## src/hdl/iptd_pkg.sv

```systemverilog
// ----------------------------------------------------------------------------
// iptd_pkg
// Shared constants, FSM state type and controller/datapath interface structs
// for the incremental trial-division prime tester.
// ----------------------------------------------------------------------------
`default_nettype none

package iptd_pkg;

  localparam int TABLE_DEPTH = 1024;
  localparam int NUM_WIDTH   = 31;
  localparam int ADDR_W      = $clog2(TABLE_DEPTH);
  localparam int CNT_W       = $clog2(TABLE_DEPTH + 1);
  localparam int BIT_CNT_W   = $clog2(NUM_WIDTH);

  // entry zero of the table is fixed to this value
  localparam logic [NUM_WIDTH-1:0] SEED_PRIME = NUM_WIDTH'(2);

  typedef enum logic [2:0] {
    S_IDLE,
    S_FETCH,
    S_CHECK,
    S_DIV,
    S_TEST,
    S_FINISH
  } state_t;

  typedef struct packed {
    logic load_cand;   // latch candidate, reset walk index and prime flag
    logic rd_en;       // read table entry at walk index
    logic inc_idx;     // advance walk index
    logic div_start;   // clear remainder, load dividend
    logic div_step;    // one restoring-division bit
    logic mark_comp;   // candidate found composite
    logic commit;      // append if prime, load result register
  } cmd_t;

  typedef struct packed {
    logic idx_at_end;  // walk index reached table fill count
    logic p_above;     // current entry above half the candidate
    logic p_zero;      // current entry is zero
    logic div_last;    // last division bit in progress
    logic rem_zero;    // remainder is zero
    logic out_free;    // result register can take a new result
  } sts_t;

endpackage

`default_nettype wire

```

## src/hdl/iptd_ctrl.sv

```systemverilog
// ----------------------------------------------------------------------------
// iptd_ctrl
// Sequencer for the table walk: fetch entry, bound check, bit-serial
// remainder, then commit of the result.
// ----------------------------------------------------------------------------
`default_nettype none

module iptd_ctrl (
  input  wire logic           clk,
  input  wire logic           rst,
  input  wire logic           in_valid,
  output logic                in_stall,
  input  wire iptd_pkg::sts_t sts,
  output iptd_pkg::cmd_t      cmd
);
  import iptd_pkg::*;

  state_t state, state_next;

  always_ff @(posedge clk) begin
    if (rst) begin
      state <= S_IDLE;
    end else begin
      state <= state_next;
    end
  end

  always_comb begin
    state_next = state;
    cmd        = '0;
    in_stall   = 1'b1;
    unique case (state)
      S_IDLE: begin
        in_stall = 1'b0;
        if (in_valid) begin
          cmd.load_cand = 1'b1;
          state_next    = S_FETCH;
        end
      end
      S_FETCH: begin
        if (sts.idx_at_end) begin
          state_next = S_FINISH;
        end else begin
          cmd.rd_en  = 1'b1;
          state_next = S_CHECK;
        end
      end
      S_CHECK: begin
        if (sts.p_above) begin
          state_next = S_FINISH;
        end else if (sts.p_zero) begin
          // zero entry never divides
          cmd.inc_idx = 1'b1;
          state_next  = S_FETCH;
        end else begin
          cmd.div_start = 1'b1;
          state_next    = S_DIV;
        end
      end
      S_DIV: begin
        cmd.div_step = 1'b1;
        if (sts.div_last) begin
          state_next = S_TEST;
        end
      end
      S_TEST: begin
        if (sts.rem_zero) begin
          cmd.mark_comp = 1'b1;
          state_next    = S_FINISH;
        end else begin
          cmd.inc_idx = 1'b1;
          state_next  = S_FETCH;
        end
      end
      S_FINISH: begin
        if (sts.out_free) begin
          cmd.commit = 1'b1;
          state_next = S_IDLE;
        end
      end
      default: begin
        state_next = S_IDLE;
      end
    endcase
  end

endmodule

`default_nettype wire

```

## config.mk

```make
export PLATFORM = sky130hd
export DESIGN_NAME = iptd_ctrl
export DESIGN_NICKNAME = d
export VERILOG_FILES = /design/src/hdl/iptd_pkg.sv /design/src/hdl/iptd_ctrl.sv
export SDC_FILE = /design/constraint.sdc
export NUM_CORES = 1
export LEC_CHECK = 0
export ABC_AREA = 0
export BUFFER_PORTS_ARGS = -buffer_cell sky130_fd_sc_hd__buf_2
export CORE_AREA = 2 2 39 41
export DETAILED_ROUTE_END_ITERATION = 10
export DIE_AREA = 0 0 41 43
export GPL_TIMING_DRIVEN = 0
export PLACE_DENSITY = 0.59
export SYNTH_ARGS = -nofsm -noshare
export SYNTH_HDL_FRONTEND = slang
export SYNTH_SLANG_ARGS = --single-unit
```

## constraint.sdc

```tcl
create_clock -name clk -period 1.2 [get_ports clk]
set_input_delay 0.06 -clock clk [delete_from_list [all_inputs] [get_ports clk]]
set_output_delay 0.06 -clock clk [all_outputs]
set_load 0.005 [all_outputs]
```

# --- Word-level counts from Yosys, hierarchy flattened ---
# Cells that the tools add are included.
classes:
  n_reduce_logical: 2
  muxes: 24
  eq_ne: 8
ops:
  columns: ["op", "count"]
  rows:
  - ["2-to-1 mux 3 bit", 6]
  - ["case mux 3 bit (6 select lines)", 1]
  - ["2-to-1 mux 1 bit", 14]
  - ["== test 3 x 2 -> 1 bit (second input constant)", 2]
  - ["== test 3 bit (second input constant)", 2]
  - ["inequality test 2 bit (second input constant)", 3]
  - ["2-to-1 mux 2 bit", 2]
  - ["== test 3 x 1 -> 1 bit (second input constant)", 1]
  - ["logical NOT 3 bit", 1]
  - ["AND reduction 3 bit", 1]
  - ["case mux 1 bit (2 select lines)", 1]
word_totals:
  ff_bits: 3
  word_cells: 35
  in_bits: 9

# --- Longest topological paths before layout ---
logic_depth:
  ltp_word: 3
  ltp_mapped: 5
  depth_no_buf: 4

# --- Worst setup path before layout ---
# OpenSTA, ideal clock, no wires.
synth_timing:
  kind: "flip-flop to flip-flop"
  from: "register state[1]"
  to: "register state[2]"
  setup_ns: 0.123
  period_less_slack_ns: 1.140
  path_stages_with_launch: 5
  path_buffers: 1
  arrival_time_ns: 1.017
  t_required_ns: 1.077
  setup_slack_ns: 0.060
  cell_sequence: "dfxtp_1 > buf_6 > or3_4 > o211ai_2 > o32ai_1"
synth_via:
  elab_chain_len: 3
  word_cells_on_any_way: 11
  cone_classes: "eq/ne (8); mux (1); reduce/logical (2)"
synth_lines:
  columns: ["item", "line_no", "text"]
  rows:
  - ["start: declaration", "iptd_ctrl.sv:18", "state_t state, state_next;"]
  - ["start signal: assignment", "iptd_ctrl.sv:24", "state <= state_next;"]
  - ["== test 3 x 2 -> 1 bit, or another cell as far along", "iptd_ctrl.sv:32", "unique case (state)"]
  - ["inequality test 2 bit (no line)", null, null]
  - ["AND reduction 3 bit (no line)", null, null]
# Parallel ways exist; a longest one is shown, timed or not.
# A chain may end at the register's enable or synchronous reset.

# --- Worst setup path after layout ---
# Ends and elaborated chain as after synthesis.

==> metrics.cfg <==
[status]
outcome=complete, but fails checks
failed_checks=setup timing

[sta]
fin_skew_ps=2.14
min_period_over_period=1.08
setup_viol=5
worst_slack_ps=-98.0
worst_slew_pin_slew_ps=238
fmax_ghz=0.770
period_minus_slack_ps=1300
slew_viol_final=0
rsz0062_at_grt=true
slew_headroom=0.841
hold_viol_final=0

[layout]
antennaDiodeCount=0
drive_gt1_frac=0.652
fill_cells=158
final_util=0.376
syn2layout_area_growth_pct=66.4
largest_register_ffs=3
reg.largest.list=state (3)
regMostFlops=state
nNetsFinal=76

[pwr]
total_leakage_power_uw=0.000261
powerDensity_nw_per_um2=1010
irDropWorstVdd_v=0.000436

[route]
viasPerCell=4.65
first_pass_iters=1
drt_iter0_drc=0
wire_per_inst_um=10.4
antenna_left=0
drt-total-wl_um=854
drc=0
vias=381

[setup_path]
slowest_stage=or3_4
worstPathArrival_ps=1400
required_ps=1300
cp-start-kind=flop
criticalPathCategory=reg2reg
reg2reg_depth=5
worstSetupEndpointType=flop
crit_chain=buf_6, or3_4, buf_4, o211ai_2, o32ai_1
r2r_slack_ps=-100
rr_endpoint=state[2]
reg2reg_from=state[1]
worst-path-max-fanout=5
slowest_delay_ps=380

[die]
ios=17
initial_core_util=0.226
die_h_um=43
fp.coreArea_sq_um=1380
die_area_sq_um=1760
rows=14
die-width_um=41

[placed_design]
place_hpwl_um=591
pre_cts_ws_ps=-2.75
io_buffers=16
routabilityCongestion=0.780

[min_path]
hold_path_end=state[0]
hold_depth=2
min_path_type=in2reg
min_from=rst

[global_routing]
antenna_found_initial=0
track_usage=0.116
overflow=0
use_met3=0.0314
top_usage_layer=met2
grt_pass1_vias=352
met1_usage=0.135
met2_usage=0.175
grt_first_pass_wirelength_um=1370
grt_max_degree=11

[clocking]
cts_tree=built
cts.sinks=3
numCtsBuffers=3
cts-root-buf=clkbuf_4
clk_latency_ps=230
htreeDepth=1
hold_buffers=0
cts_buffer_depth=2
clk_pin_slew_ps=40

[yosys]
ys_ff_latch=3
syn_area_sq_um=313
seq_area_frac_synth=0.192
yosysWarnings=0
postSynthAreaPerCell_sq_um=7.82
synthCells=40
yosysUniqueCellTypes=25
syn_nets=49

[run]
maxCapViolCount=0

## what timing repair did
| action | 4_1_cts | 5_1_grt |
|---|---|---|
| endpoints found under the setup margin | 7 | 8 |
| buffers inserted | 4 | 2 |
| pin swaps | 2 | 4 |
| resized for setup | 6 | 5 |
## cells in the mapped netlist
master | number | area (sq um)
buf_6 | 2 | 22.5
a21oi_1 | 3 | 15.0
inv_1 | 2 | 7.51
nor3b_1 | 2 | 15.0
o211ai_2 | 1 | 12.5
buf_2 | 1 | 5.00
nand2b_1 | 1 | 6.26
and3_1 | 1 | 6.26
nor2_1 | 6 | 22.5
o22a_1 | 1 | 8.76
a32oi_1 | 1 | 8.76
nor4b_1 | 1 | 8.76
nor2b_1 | 1 | 6.26
mux2_4 | 1 | 15.0
o21ai_0 | 2 | 10.0
and2b_2 | 1 | 8.76
and3b_2 | 1 | 10.0
dfxtp_1 | 3 | 60.1
nand2_1 | 3 | 11.3
o21ba_2 | 1 | 10.0
o22ai_1 | 1 | 6.26
or3_4 | 1 | 11.3
a2bb2oi_1 | 1 | 8.76
and3_2 | 1 | 7.51
o32ai_1 | 1 | 8.76
## logic make-up (layout without fill, tap and decap cells)
kind of cell           after synthesis  count (layout)  synth area share
AO/OA/AOI/OAI                       12              12             0.284
buffers and inverters                5              31             0.112
flip-flops                           3               3             0.192
multiplexers                         1               1            0.0480
AND/OR/NAND/NOR                     19              19             0.364
## area by class of cell
class                      instances  area (sq um)  share of cell area
multi-input combinational         32           244               0.469
timing repair buffer              22           125               0.240
sequential                         3          63.8               0.123
buffer                             3          33.8              0.0649
clock buffer                       4          26.3              0.0505
tap                               16          20.0              0.0385
inverter                           2          7.51              0.0144
## power by group
| part | switching, uW | leakage [uW] | total, uW | internal [uW] |
|---|---|---|---|---|
| logic | 95.9 | 0.000220 | 225 | 129 |
| registers | 14.7 | 0.0000258 | 128 | 114 |
| clock network | 48.2 | 0.0000150 | 173 | 124 |
## metrics by stage
step | area (sq um) | power (uW) | cells | hold slack, ps | setup TNS, ps
floorplan | 313 | 246 | 40 | 129 | 0
global placement | 413 | 304 | 72 | 275 | 0
detailed placement | 413 | 304 | 72 | 273 | -2.75
CTS | 488 | 517 | 80 | 20.3 | -256
global route | 520 | 568 | 82 | 44.0 | -464
finish | 520 | 526 | 82 | 30.4 | -213
## critical path: cells and delay by family (launching register included)
family | cells | cell delay [ps]
compound gates | 2 | 220
buf+inv | 2 | 270
flops | 1 | 310
simple gates | 1 | 380
## how the worst max path moves through the flow
stage / from / endpoint / slack, ps / depth (start not counted)
2_1_floorplan: state[1] / state[2] / 60 / 4
3_3_place_gp: state[1] / state[2] / 10 / 4
3_5_place_dp: state[1] / state[2] / -3 / 4
4_1_cts: state[1] / cmd[6] / -110 / 4
5_1_grt: state[1] / cmd[6] / -140 / 4
6_report: state[1] / state[2] / -100 / 5
## layer usage
metal  part of all wire  up-vias
met5                  0        -
met4                  0        0
met3              0.055        0
li1                   -      196
met1               0.41      178
met2               0.54        7
## cell usage in the layout, fill, tap and decap left out, types with 2 or more instances in the layout
master,count
buf_2,16
buf_4,6
nor2_1,4
buf_6,3
nand2_1,3
a21oi_1,3
clkbuf_4,3
dfxtp_2,3
inv_1,2
nor3b_2,2
o21ai_0,2
No activity file was read; power rests on OpenSTA's default activity.
